--- config.mk ---
export PLATFORM = sky130hd
export DESIGN_NAME = bldc_zero_cross_commutation_timer
export DESIGN_NICKNAME = d
export VERILOG_FILES = /design/src/rtl/bzc_pkg.sv /design/src/rtl/bldc_zero_cross_commutation_timer.sv /design/src/rtl/bzc_step.sv
export SDC_FILE = /design/constraint.sdc
export NUM_CORES = 1
export LEC_CHECK = 0
export ABC_CLOCK_PERIOD_IN_PS = 33600
export BUFFER_PORTS_ARGS = -buffer_cell sky130_fd_sc_hd__buf_2
export CORE_ASPECT_RATIO = 0.7
export CORE_MARGIN = 10
export CORE_UTILIZATION = 56
export CTS_CLUSTER_SIZE = 10
export DETAILED_ROUTE_END_ITERATION = 16
export PLACE_DENSITY = 0.71
export SYNTH_ARGS = -nofsm -noshare
export SYNTH_HDL_FRONTEND = slang
export SYNTH_SLANG_ARGS = --single-unit
--- constraint.sdc ---
create_clock -name i_clk -period 33.6 [get_ports i_clk]
set_clock_uncertainty 0.2 [all_clocks]
set_input_delay 6.72 -clock i_clk [delete_from_list [all_inputs] [get_ports i_clk]]
set_output_delay 6.72 -clock i_clk [all_outputs]
set_load 0.02 [all_outputs]
--- src/rtl/bzc_pkg.sv ---
`timescale 1ns / 1ps
// Shared types, codes and helpers for the BLDC zero-cross commutation timer.
// No dependencies; imported by bzc_step and bldc_zero_cross_commutation_timer.
package bzc_pkg;

    // Backlog length in bits: the backlog holds 2^(BACKLOG_LEN-1) periods.
    localparam int BACKLOG_LEN_DEF = 4;

    localparam int CFG_IDX_W  = 3;
    localparam int CFG_DATA_W = 16;

    // Configuration register indexes.
    localparam logic [CFG_IDX_W-1:0] CFG_STARTUP_PRESET = 3'd0;
    localparam logic [CFG_IDX_W-1:0] CFG_ERROR_SHIFT    = 3'd1;
    localparam logic [CFG_IDX_W-1:0] CFG_ADVANCE_ZERO   = 3'd2;
    localparam logic [CFG_IDX_W-1:0] CFG_FIXED_ADVANCE  = 3'd3;
    localparam logic [CFG_IDX_W-1:0] CFG_BLANKING       = 3'd4;
    localparam logic [CFG_IDX_W-1:0] CFG_LOCK_COUNT     = 3'd5;

    // Event kinds.
    localparam logic [1:0] KIND_ZERO_CROSS = 2'd0;
    localparam logic [1:0] KIND_OVERFLOW   = 2'd1;
    localparam logic [1:0] KIND_START      = 2'd2;

    // Timer actions.
    localparam logic [1:0] ACT_NONE = 2'd0;
    localparam logic [1:0] ACT_LOAD = 2'd1;
    localparam logic [1:0] ACT_ADD  = 2'd2;

    localparam logic [15:0] ALL_ONES = 16'hFFFF;

    typedef struct packed {
        logic [1:0]  kind;
        logic [15:0] capture;
        logic        detect_period;
        logic        settle_missed;
    } t_in_item;

    typedef struct packed {
        logic [1:0]  timer_action;
        logic [15:0] timer_value;
        logic        arm_comparator;
        logic        stall_reset;
        logic        entered_commute;
        logic        in_commute;
        logic [15:0] period_preset;
        logic [15:0] average_period;
    } t_out_item;

    typedef struct packed {
        logic [15:0] startup_period_preset;
        logic [3:0]  error_shift;
        logic [15:0] advance_after_zero;
        logic [15:0] fixed_advance;
        logic [7:0]  blanking_counts;
        logic [7:0]  lock_count;
    } t_cfg;

    typedef struct packed {
        logic        waiting;
        logic        commute;
        logic        armed;
        logic [15:0] period;
        logic [15:0] zero_time;
        logic [15:0] prev_zero_time;
        logic [15:0] after_zero_reload;
        logic [7:0]  lock_cd;
    } t_state;

    // Backlog control from the step logic to the backlog store.
    typedef struct packed {
        logic        clear;
        logic        write;
        logic [15:0] value;
    } t_bl_ctl;

    function automatic logic [15:0] half_time(input logic [15:0] x);
        half_time = {1'b1, x[15:1]};
    endfunction

    function automatic logic [15:0] neg16(input logic [15:0] x);
        neg16 = (~x) + 16'd1;
    endfunction

endpackage

--- src/rtl/bldc_zero_cross_commutation_timer.sv ---
`timescale 1ns / 1ps
// Sensorless BLDC commutation timer driven by back-EMF zero-cross events.
// Depends on bzc_pkg and bzc_step.
//
// Usage:
//   Input channel (i_in_valid / o_in_stall / i_in_data): one beat per event,
//   a zero-cross with its captured count, a timer overflow, or a start.
//   Output channel (o_out_valid / i_out_stall / o_out_data): one beat per
//   input beat, in order, telling the timer what to do and the motor status.
//   Config channel (i_cfg_valid / o_cfg_ready, index, data): always ready;
//   write only while no event is in flight.
//
// Flow: an event is registered on entry, evaluated in one pass through
// bzc_step as it moves into the output register, and shows on the output
// from that register. One event per cycle is sustained while the output
// is not stalled; the loop through the state registers and the backlog
// read sets that figure. The backlog keeps 2^(BACKLOG_LEN-1) periods in
// a memory with a registered read port; the next slot is always read ahead.
//
// Reset: state clears to zero, registers take their defaults, no clearing
// pass is needed (a fill flag masks slots not yet written since start).
// Stall: when the output is held the input register is kept and o_in_stall
// rises; nothing is dropped, and state does not advance while held.
module bldc_zero_cross_commutation_timer #(
    parameter int BACKLOG_LEN = bzc_pkg::BACKLOG_LEN_DEF
) (
    input  logic                                i_clk,
    input  logic                                i_rst_n,
    input  logic                                i_in_valid,
    output logic                                o_in_stall,
    input  bzc_pkg::t_in_item                   i_in_data,
    output logic                                o_out_valid,
    input  logic                                i_out_stall,
    output bzc_pkg::t_out_item                  o_out_data,
    input  logic                                i_cfg_valid,
    output logic                                o_cfg_ready,
    input  logic [bzc_pkg::CFG_IDX_W-1:0]       i_cfg_index,
    input  logic [bzc_pkg::CFG_DATA_W-1:0]      i_cfg_data
);
    import bzc_pkg::*;

    localparam int BL_SIZE = 1 << (BACKLOG_LEN - 1);
    localparam int PTR_W   = (BACKLOG_LEN > 1) ? BACKLOG_LEN - 1 : 1;
    localparam int TOT_W   = 15 + BACKLOG_LEN;
    localparam logic [PTR_W-1:0] PTR_LAST = PTR_W'(BL_SIZE - 1);

    // Configuration registers.
    t_cfg r_cfg;

    // Input and output stage registers.
    logic      r_in_valid;
    t_in_item  r_in_data;
    logic      r_out_valid;
    t_out_item r_out_data;

    // Motor timing state.
    t_state r_state;
    t_state n_state;

    // Backlog store.
    logic [15:0]      r_bl_mem [BL_SIZE];
    logic [15:0]      r_bl_rd;
    logic [PTR_W-1:0] r_bl_ptr;
    logic [PTR_W-1:0] n_bl_ptr;
    logic             r_bl_full;
    logic             n_bl_full;
    logic [TOT_W-1:0] r_bl_total;
    logic [TOT_W-1:0] n_bl_total;
    logic [15:0]      w_bl_old;

    t_out_item w_result;
    t_out_item n_out_data;
    t_bl_ctl   w_bl_ctl;
    logic      w_adv;

    assign o_cfg_ready = 1'b1;

    // Advance the held beat when the output register is free or draining.
    assign w_adv      = r_in_valid && (!r_out_valid || !i_out_stall);
    assign o_in_stall = r_in_valid && r_out_valid && i_out_stall;

    assign o_out_valid = r_out_valid;
    assign o_out_data  = r_out_data;

    bzc_step u_step (
        .i_cfg    (r_cfg),
        .i_state  (r_state),
        .i_item   (r_in_data),
        .o_state  (n_state),
        .o_result (w_result),
        .o_bl_ctl (w_bl_ctl)
    );

    // Slots not rewritten since the last start read as zero.
    assign w_bl_old = r_bl_full ? r_bl_rd : 16'd0;

    always_comb begin
        n_bl_ptr   = r_bl_ptr;
        n_bl_full  = r_bl_full;
        n_bl_total = r_bl_total;
        if (w_adv && w_bl_ctl.clear) begin
            n_bl_ptr   = '0;
            n_bl_full  = 1'b0;
            n_bl_total = '0;
        end else if (w_adv && w_bl_ctl.write) begin
            n_bl_ptr   = (r_bl_ptr == PTR_LAST) ? '0 : r_bl_ptr + PTR_W'(1);
            n_bl_full  = r_bl_full || (r_bl_ptr == PTR_LAST);
            n_bl_total = r_bl_total - TOT_W'(w_bl_old) + TOT_W'(w_bl_ctl.value);
        end
    end

    always_comb begin
        n_out_data                = w_result;
        n_out_data.average_period = 16'(n_bl_total >> BACKLOG_LEN);
    end

    // Backlog memory: one write port, one registered read at the next slot,
    // forwarding the write when both land on the same slot.
    always_ff @(posedge i_clk) begin
        if (w_adv && w_bl_ctl.write) begin
            r_bl_mem[r_bl_ptr] <= w_bl_ctl.value;
        end
        if (w_adv && w_bl_ctl.write && (r_bl_ptr == n_bl_ptr)) begin
            r_bl_rd <= w_bl_ctl.value;
        end else begin
            r_bl_rd <= r_bl_mem[n_bl_ptr];
        end
    end

    always_ff @(posedge i_clk) begin
        if (!i_rst_n) begin
            r_cfg.startup_period_preset <= 16'd49152;
            r_cfg.error_shift           <= 4'd3;
            r_cfg.advance_after_zero    <= 16'd0;
            r_cfg.fixed_advance         <= 16'd0;
            r_cfg.blanking_counts       <= 8'd32;
            r_cfg.lock_count            <= 8'd6;
        end else if (i_cfg_valid && o_cfg_ready) begin
            unique case (i_cfg_index)
                CFG_STARTUP_PRESET: r_cfg.startup_period_preset <= i_cfg_data;
                CFG_ERROR_SHIFT:    r_cfg.error_shift           <= i_cfg_data[3:0];
                CFG_ADVANCE_ZERO:   r_cfg.advance_after_zero    <= i_cfg_data;
                CFG_FIXED_ADVANCE:  r_cfg.fixed_advance         <= i_cfg_data;
                CFG_BLANKING:       r_cfg.blanking_counts       <= i_cfg_data[7:0];
                CFG_LOCK_COUNT:     r_cfg.lock_count            <= i_cfg_data[7:0];
                default: ;
            endcase
        end
    end

    always_ff @(posedge i_clk) begin
        if (!i_rst_n) begin
            r_in_valid  <= 1'b0;
            r_out_valid <= 1'b0;
            r_state     <= '0;
            r_bl_ptr    <= '0;
            r_bl_full   <= 1'b0;
            r_bl_total  <= '0;
        end else begin
            if (!o_in_stall) begin
                r_in_valid <= i_in_valid;
            end
            if (w_adv) begin
                r_out_valid <= 1'b1;
                r_state     <= n_state;
            end else if (!i_out_stall) begin
                r_out_valid <= 1'b0;
            end
            r_bl_ptr   <= n_bl_ptr;
            r_bl_full  <= n_bl_full;
            r_bl_total <= n_bl_total;
        end
    end

    // Payload registers: no reset.
    always_ff @(posedge i_clk) begin
        if (!o_in_stall && i_in_valid) begin
            r_in_data <= i_in_data;
        end
        if (w_adv) begin
            r_out_data <= n_out_data;
        end
    end

    // The comparator is only armed while a zero-cross is awaited.
    a_armed_waiting: assert property (@(posedge i_clk) disable iff (!i_rst_n)
        r_state.armed |-> r_state.waiting)
        else $error("comparator armed while not waiting for zero-cross");

    // Entering commute mode must leave the block in commute mode.
    a_entered_mode: assert property (@(posedge i_clk) disable iff (!i_rst_n)
        (o_out_valid && o_out_data.entered_commute) |-> o_out_data.in_commute)
        else $error("entered commute without commute mode");

    // A fresh backlog (pointer home, not wrapped) sums to zero.
    a_backlog_empty: assert property (@(posedge i_clk) disable iff (!i_rst_n)
        (!r_bl_full && r_bl_ptr == '0) |-> (r_bl_total == '0))
        else $error("backlog total nonzero on empty backlog");

    // A held input beat is kept until it moves to the output.
    a_in_kept: assert property (@(posedge i_clk) disable iff (!i_rst_n)
        (r_in_valid && !w_adv) |=> r_in_valid)
        else $error("input beat lost while output stalled");

endmodule

--- src/rtl/bzc_step.sv ---
`timescale 1ns / 1ps
// Next-state and result logic for one event of the commutation timer.
// Depends on bzc_pkg; the backlog store and registers live in the top level.
module bzc_step (
    input  bzc_pkg::t_cfg      i_cfg,
    input  bzc_pkg::t_state    i_state,
    input  bzc_pkg::t_in_item  i_item,
    output bzc_pkg::t_state    o_state,
    output bzc_pkg::t_out_item o_result,
    output bzc_pkg::t_bl_ctl   o_bl_ctl
);
    import bzc_pkg::*;

    always_comb begin
        t_state              s;
        logic [1:0]          action;
        logic [15:0]         value;
        logic                stall;
        logic                entered;
        logic                commutate;
        logic [15:0]         expected;
        logic [15:0]         avg;
        logic [15:0]         err;
        logic [16:0]         err_ext;
        logic [16:0]         mag;
        logic [15:0]         thr;
        logic                good;
        logic [15:0]         period_new;

        s          = i_state;
        action     = ACT_NONE;
        value      = '0;
        stall      = 1'b0;
        entered    = 1'b0;
        commutate  = 1'b0;
        o_bl_ctl   = '0;
        expected   = half_time(i_state.period);
        avg        = '0;
        err        = '0;
        err_ext    = '0;
        mag        = '0;
        thr        = '0;
        good       = 1'b0;
        period_new = i_state.period;

        if (i_item.kind == KIND_START) begin
            s.lock_cd           = i_cfg.lock_count;
            s.period            = i_cfg.startup_period_preset;
            s.zero_time         = i_cfg.startup_period_preset;
            s.after_zero_reload = half_time(i_cfg.startup_period_preset);
            s.waiting           = 1'b0;
            s.armed             = 1'b0;
            s.commute           = 1'b0;
            o_bl_ctl.clear      = 1'b1;
            action              = ACT_LOAD;
            value               = i_cfg.startup_period_preset;
        end else if (i_item.kind == KIND_ZERO_CROSS) begin
            if (i_state.waiting && i_state.armed) begin
                s.armed          = 1'b0;
                s.prev_zero_time = i_state.zero_time;
                s.zero_time      = (i_item.capture <= i_state.period) ?
                                   i_state.period : i_item.capture;
                if (i_state.commute) begin
                    action = ACT_LOAD;
                    value  = i_state.after_zero_reload;
                end
                if (!i_state.commute) begin
                    s.lock_cd = i_state.lock_cd - 8'd1;
                    if (s.lock_cd == 8'd0) begin
                        s.commute = 1'b1;
                        entered   = 1'b1;
                    end
                end
                stall     = 1'b1;
                s.waiting = 1'b0;
            end
        end else if (i_item.kind == KIND_OVERFLOW) begin
            // Missed zero-cross: drop lock progress before commutating.
            if (i_state.waiting) begin
                s.armed          = 1'b0;
                s.prev_zero_time = i_state.zero_time;
                s.lock_cd        = i_cfg.lock_count;
                if (i_state.commute) begin
                    s.zero_time = ALL_ONES;
                end
            end
            commutate = 1'b1;
        end

        if (commutate) begin
            if (i_item.detect_period) begin
                action = ACT_ADD;
                value  = i_state.period + {8'd0, i_cfg.blanking_counts};
                if (!i_item.settle_missed) begin
                    s.armed   = 1'b1;
                    s.waiting = 1'b1;
                end
            end else begin
                avg     = half_time(s.zero_time) + half_time(s.prev_zero_time);
                err     = avg - expected;
                err_ext = {err[15], err};
                mag     = err[15] ? (~err_ext) + 17'd1 : err_ext;
                thr     = 16'($signed(neg16(expected)) >>> 1);
                good    = $signed({1'b0, mag}) < $signed({{2{thr[15]}}, thr});
                if (good) begin
                    if (!s.commute) begin
                        s.lock_cd = s.lock_cd - 8'd1;
                        if (s.lock_cd == 8'd0) begin
                            s.commute = 1'b1;
                            entered   = 1'b1;
                        end
                    end
                    stall = 1'b1;
                end else begin
                    s.lock_cd = i_cfg.lock_count;
                end
                period_new     = i_state.period - 16'($signed(err) >>> i_cfg.error_shift);
                s.period       = period_new;
                o_bl_ctl.write = 1'b1;
                o_bl_ctl.value = neg16(period_new);
                if (s.zero_time < period_new) begin
                    s.zero_time = period_new;
                end
                action              = ACT_ADD;
                value               = period_new + i_cfg.fixed_advance;
                s.waiting           = 1'b0;
                s.armed             = 1'b0;
                s.after_zero_reload = expected + i_cfg.advance_after_zero;
            end
        end

        o_state                  = s;
        o_result.timer_action    = action;
        o_result.timer_value     = value;
        o_result.arm_comparator  = s.armed;
        o_result.stall_reset     = stall;
        o_result.entered_commute = entered;
        o_result.in_commute      = s.commute;
        o_result.period_preset   = s.period;
        o_result.average_period  = '0;
    end

endmodule
==> results of run 1 <==
-- power breakdown --
part           switching (W)  internal, W
clock               0.000198     0.000270
sequential         0.0000135     0.000517
combinational       0.000529     0.000307
-- metrics by stage --
stage	setup WS, ps	cell area, um^2	power (W)	cells
after floorplan	19670	23300	0.00110	2556
after global placement	19480	24300	0.00132	3111
after detailed placement	19480	24300	0.00134	3111
after CTS	19480	25700	0.00181	3194
after global routing	19290	25700	0.00192	3194
final	19470	25700	0.00184	3195
-- cell usage after synthesis, types with 7 or more instances --
cell type / n / area (um^2)
a211oi_1: 31 / 233
a21o_1: 39 / 293
a21oi_1: 239 / 1200
a221o_1: 7 / 70.1
a221oi_1: 9 / 78.8
a31o_2: 7 / 61.3
a31oi_1: 13 / 81.3
and2_1: 44 / 275
and3_1: 14 / 87.6
buf_1: 10 / 37.5
clkbuf_1: 105 / 394
dfxtp_1: 183 / 3660
edfxtp_1: 201 / 6040
fa_1: 35 / 701
ha_1: 141 / 1760
inv_1: 142 / 533
mux2_2: 22 / 248
mux2i_1: 48 / 480
nand2_1: 393 / 1480
nand2b_1: 22 / 138
nand3_1: 57 / 285
nand4_1: 14 / 87.6
nor2_1: 153 / 574
nor2b_1: 19 / 119
nor3_1: 56 / 280
nor4_1: 16 / 100
o21a_1: 18 / 135
o21ai_0: 156 / 781
o21ai_1: 13 / 65.1
o221ai_1: 25 / 219
o22ai_1: 34 / 213
o31ai_1: 7 / 52.6
or2_2: 16 / 100
or3_1: 15 / 93.8
xnor2_1: 87 / 762
xor2_1: 30 / 263
-- worst reg2reg max path, delay by kind of cell (launching register included) --
family                     cells  cell delay (ps)
AOI/OAI and AO/OA             18             3900
and+or+nand+nor               12             3270
adders and majority gates      6             2640
muxes                          3             1140
xor gates and xnor gates       3              940
buffers and inverters          3              770
DFF                            1              540
-- final cells by class --
| cell class | instances | area [um^2] | area share |
|---|---|---|---|
| Clock inverter | 4 | 96.3 | 0.00375 |
| Timing Repair Buffer | 137 | 783 | 0.0305 |
| Antenna cell | 1 | 2.50 | 0.0000974 |
| Clock buffer | 79 | 1290 | 0.0504 |
| Multi-Input combinational cell | 1899 | 12600 | 0.490 |
| Tap cell | 544 | 681 | 0.0265 |
| Sequential cell | 384 | 9700 | 0.378 |
| Inverter | 147 | 556 | 0.0216 |
-- metal layers --
metal  global-route usage  vias to the layer above  part of all wire
li1                     -                     9235                 -
met3                0.103                      149              0.14
met1                0.441                     9690              0.45
met4               0.0761                        2             0.028
met5                    0                        -           0.00010
met2                0.396                     1231              0.38
-- kinds of logic (layout without fill, tap and decap cells) --
logic type / after synthesis / count (layout) / synth area share
simple gates: 851 / 851 / 0.168
compound gates: 675 / 675 / 0.181
flops: 384 / 384 / 0.417
buf+inv: 273 / 367 / 0.0461
fa+ha+maj: 178 / 178 / 0.107
xor+xnor: 118 / 118 / 0.0447
mux: 75 / 75 / 0.0361
other cells: 2 / 3 / 0.000323
-- how the worst max path moves through the flow --
stage / startpoint / end / slack (ps) / cells past startpoint
final: i_out_stall / o_in_stall / 19470 / 3
after global routing: r_state[65] / o_out_data[14] / 19290 / 45
after CTS: i_out_stall / o_in_stall / 19480 / 3
after detailed placement: i_out_stall / o_in_stall / 19480 / 3
after global placement: i_out_stall / o_in_stall / 19480 / 3
after floorplan: i_out_stall / o_in_stall / 19670 / 1
-- sequential cells by signal, indices dropped and copies added, names as in the netlist --
name / flops
r_bl_ptr: 3
r_in_data: 20
r_bl_rd: 16
r_in_valid: 1
r_state: 74
o_out_data: 53
r_bl_mem: 128
r_bl_total: 19
r_bl_full: 1
o_out_valid: 1
r_cfg: 68
==> flow_summary.ini, run 1 <==
[outcome]
status = finished clean

[clocking]
cts.clk_slew.worst_paths_ps = 60
numCtsBuffers = 45
numClockSinks = 384
cts_setup_buffers = 0
cts-root-buf = clkbuf_16
h-tree-depth = 2
cts_hold_buf = 0
cts_buffer_depth = 3
cts_tree = yes
cts_resized = 0
clk_latency_ps = 590

[setup_path]
crit_family = buffers and inverters
path_buf_inv = 2
worstPathMaxFanout = 3
cp.required_ps = 26680
critical_path_class = input pin to output pin
slowest_stage = and3_1
arrival_ps = 7210
crit_path_max_incr_delay_ps = 200
reg2reg_to = o_out_data[14]
path_common_cell = buf_2
reg2regPathDepth = 45
crit_chain = buf_2 > and3_1 > buf_2
start_kind = input pin
end_kind = output pin
worstReg2RegStart = r_state[65]
reg2reg_slack_ps = 19910

[route]
vias = 20300
routed_via_density = 6.36
wl_um = 77900
wire_per_inst_um = 24.4
drc = 0
firstDrtPassIters = 6
ant_nets = 0
drt_iter0_drc = 2817

[placed_design]
dp_hpwl_um = 56600
portBuffers = 98
finalWeightedCongestion = 0.996

[hold_path]
hold_path_end = r_cfg[55]
hold_path_class = flip-flop to flip-flop
hold_depth = 2
hp-start = r_cfg[55]

[sta]
hold_viol_final = 0
fin_setup_tns_ps = 0
post-route-period-util = 0.420
slew_violations = 0
finalCriticalPeriod_ps = 14130
max_clock_freq_ghz = 0.0708
worst_pin_slew_ps = 1400
rsz0062_at_grt = false
slew_headroom = 0.0627
whs_ps = 259
setup_viol = 0

[final_layout]
fin_util = 0.626
layout_commonest_cell = nand2_1
layout_common_cells = nand2_1, a21oi_1, edfxtp_1
syn_to_final_growth_pct = 10.4
drive_above_1_share = 0.105
fillers = 3438
layout.nets = 2834

[logic_synthesis]
synth_edf_count = 201
synth_ff_type = edfxtp_1
ys_seq_area_frac = 0.417
synth.ff_latch_count = 384
synthCells = 2556
syn_area_um2 = 23300
yosys_warnings = 0
ys_types = 100
avgSynthCellArea_um2 = 9.10
synth_fp_nets = 2776
ys_async_sr_fraction = 0

[grt]
grt_max_degree = 92
antenna_found_initial = 1
grt_pass1_vias = 18600
grt_pass1_wl_um = 115000
track_usage = 0.296
grt_remaining_overflow = 0

[floorplanning]
placementRows = 62
die_h_um = 191
start_util = 0.567
core_um2 = 41000
dieArea_um2 = 50200
io_pins = 101
dieWidth_um = 264

[flow_run]
cap_violations = 0

[pwr]
power_density_nw_per_um2 = 71.5
peakVddDrop_mv = 0.0406
total_leakage_power_nw = 10.2
Note: power is estimated with default switching activity, not from simulation.
==> run 2: changes to the inputs <==
ABC_CLOCK_PERIOD_IN_PS = 14800   (was 33600)
clock period = 14.8 ns   (was 33.6 ns; I/O delays follow)
==> flow_summary.ini, run 2 (synthesized netlist as in run 1, its figures left out) <==
[outcome]
status = finished clean

[final_layout]
syn_to_final_growth_pct = 10.2
layout_common_cells = nand2_1, a21oi_1, edfxtp_1
drive_above_1_share = 0.105
fillers = 3527
largest_reg_flops = 128
antenna_cells = 0
reg.largest.list = r_bl_mem: 128 flops, r_state: 74 flops, r_cfg: 68 flops
multiInputGateArea_um2 = 12600
fin_area_um2 = 25600
layout_commonest_cell = nand2_1
fin_util = 0.625
layout.nets = 2836
top_register = r_bl_mem
ff_latch_area_um2 = 9700

[route]
wire_per_inst_um = 25.9
drt_iter0_drc = 2894
ant_nets = 0
firstDrtPassIters = 7
routed_via_density = 6.45
drc = 0
vias = 20600
wl_um = 82800

[setup_path]
slowest_stage = xor2_1
reg2regPathDepth = 45
path_common_cell = a21oi_1
worstPathMaxFanout = 11
crit_path_max_incr_delay_ps = 650
arrival_ps = 13690
critical_path_class = flip-flop to flip-flop
start_kind = flip-flop
end_kind = flip-flop
cp.required_ps = 14920

[grt]
gr-max-usage-layer = met1
track_usage = 0.319
grt_pass1_wl_um = 122000
grt_remaining_overflow = 0
use_met2 = 0.418
antenna_found_initial = 1
grt_util_met3 = 0.0901
grt_max_degree = 78
grt_pass1_vias = 18800
met1_usage = 0.496

[sta]
setup_viol = 0
worst_pin_slew_ps = 1290
max_clock_freq_ghz = 0.0737
slew_headroom = 0.139
slew_violations = 0
fin_setup_tns_ps = 0
finalCriticalPeriod_ps = 13570
rsz0062_at_grt = false
hold_viol_final = 0
post-route-period-util = 0.917

[floorplanning]
die_h_um = 191
start_util = 0.567
core_um2 = 41000
io_pins = 101
placementRows = 62
dieWidth_um = 264
dieArea_um2 = 50200

[placed_design]
portBuffers = 98
place_area_um2 = 24300
finalWeightedCongestion = 1.04
dp_hpwl_um = 61200

[pwr]
power_density_nw_per_um2 = 162
total_leakage_power_nw = 10.1
peakVddDrop_mv = 0.108

[hold_path]
hold_path_class = flip-flop to flip-flop
hold_depth = 2

[flow_run]
cap_violations = 0

[clocking]
cts_resized = 0
cts.clk_slew.worst_paths_ps = 60
cts_buffer_depth = 3
h-tree-depth = 2
numClockSinks = 384
clk_latency_ps = 590
cts_tree = yes
cts-root-buf = clkbuf_16
cts_setup_buffers = 0
numCtsBuffers = 45
cts_hold_buf = 0
run 2: area by class of cell:
class / instances / area share
flip-flops and latches: 384 / 0.378
clock buffers: 76 / 0.0485
repair buffers: 139 / 0.0311
inverters: 147 / 0.0217
multi-input cells: 1899 / 0.491
clock inverters: 5 / 0.00327
well taps: 544 / 0.0265
run 2: report_power, final:
| part | internal (W) | total (W) | leakage [nW] | switching, W |
|---|---|---|---|---|
| Clock | 0.000575 | 0.00103 | 0.627 | 0.000452 |
| Sequential | 0.00117 | 0.00121 | 3.38 | 0.0000311 |
| Combinational | 0.000691 | 0.00192 | 6.13 | 0.00123 |
| Total | 0.00244 | 0.00415 | 10.1 | 0.00171 |
run 2: final timing paths:
path	from	to	slack [ps]
max	r_state[64]	o_out_data[14]	1230
min	r_cfg[55]	r_cfg[55]	260
max reg2reg	r_state[64]	o_out_data[14]	1230
min reg2reg	r_cfg[55]	r_cfg[55]	260
run 2: metrics by stage:
step / total power (W) / cells / setup slack, ps / hold slack, ps
after floorplan: 0.00249 / 2556 / 3960 / 231
after detailed placement: 0.00306 / 3113 / 1630 / 251
after global routing: 0.00433 / 3194 / 568 / 280
after CTS: 0.00409 / 3194 / 1560 / 258
after global placement: 0.00304 / 3113 / 1830 / 239
final: 0.00415 / 3194 / 1230 / 260
run 2: worst max-delay path, delay by kind of cell (launching register included):
kind	cells	cell delay, ps
and+or+nand+nor	12	3360
AOI/OAI and AO/OA	17	3280
adders and majority gates	6	2730
xor gates and xnor gates	4	1310
muxes	3	1140
buffers and inverters	3	680
DFF	1	560
run 2: layer usage:
metal | up-vias | routed length, um | share of wire
li1 | 9253 | - | -
met1 | 9909 | 38100 | 0.46
met2 | 1318 | 31200 | 0.38
met3 | 121 | 11500 | 0.14
met4 | 0 | 1970 | 0.024
met5 | - | 0 | 0
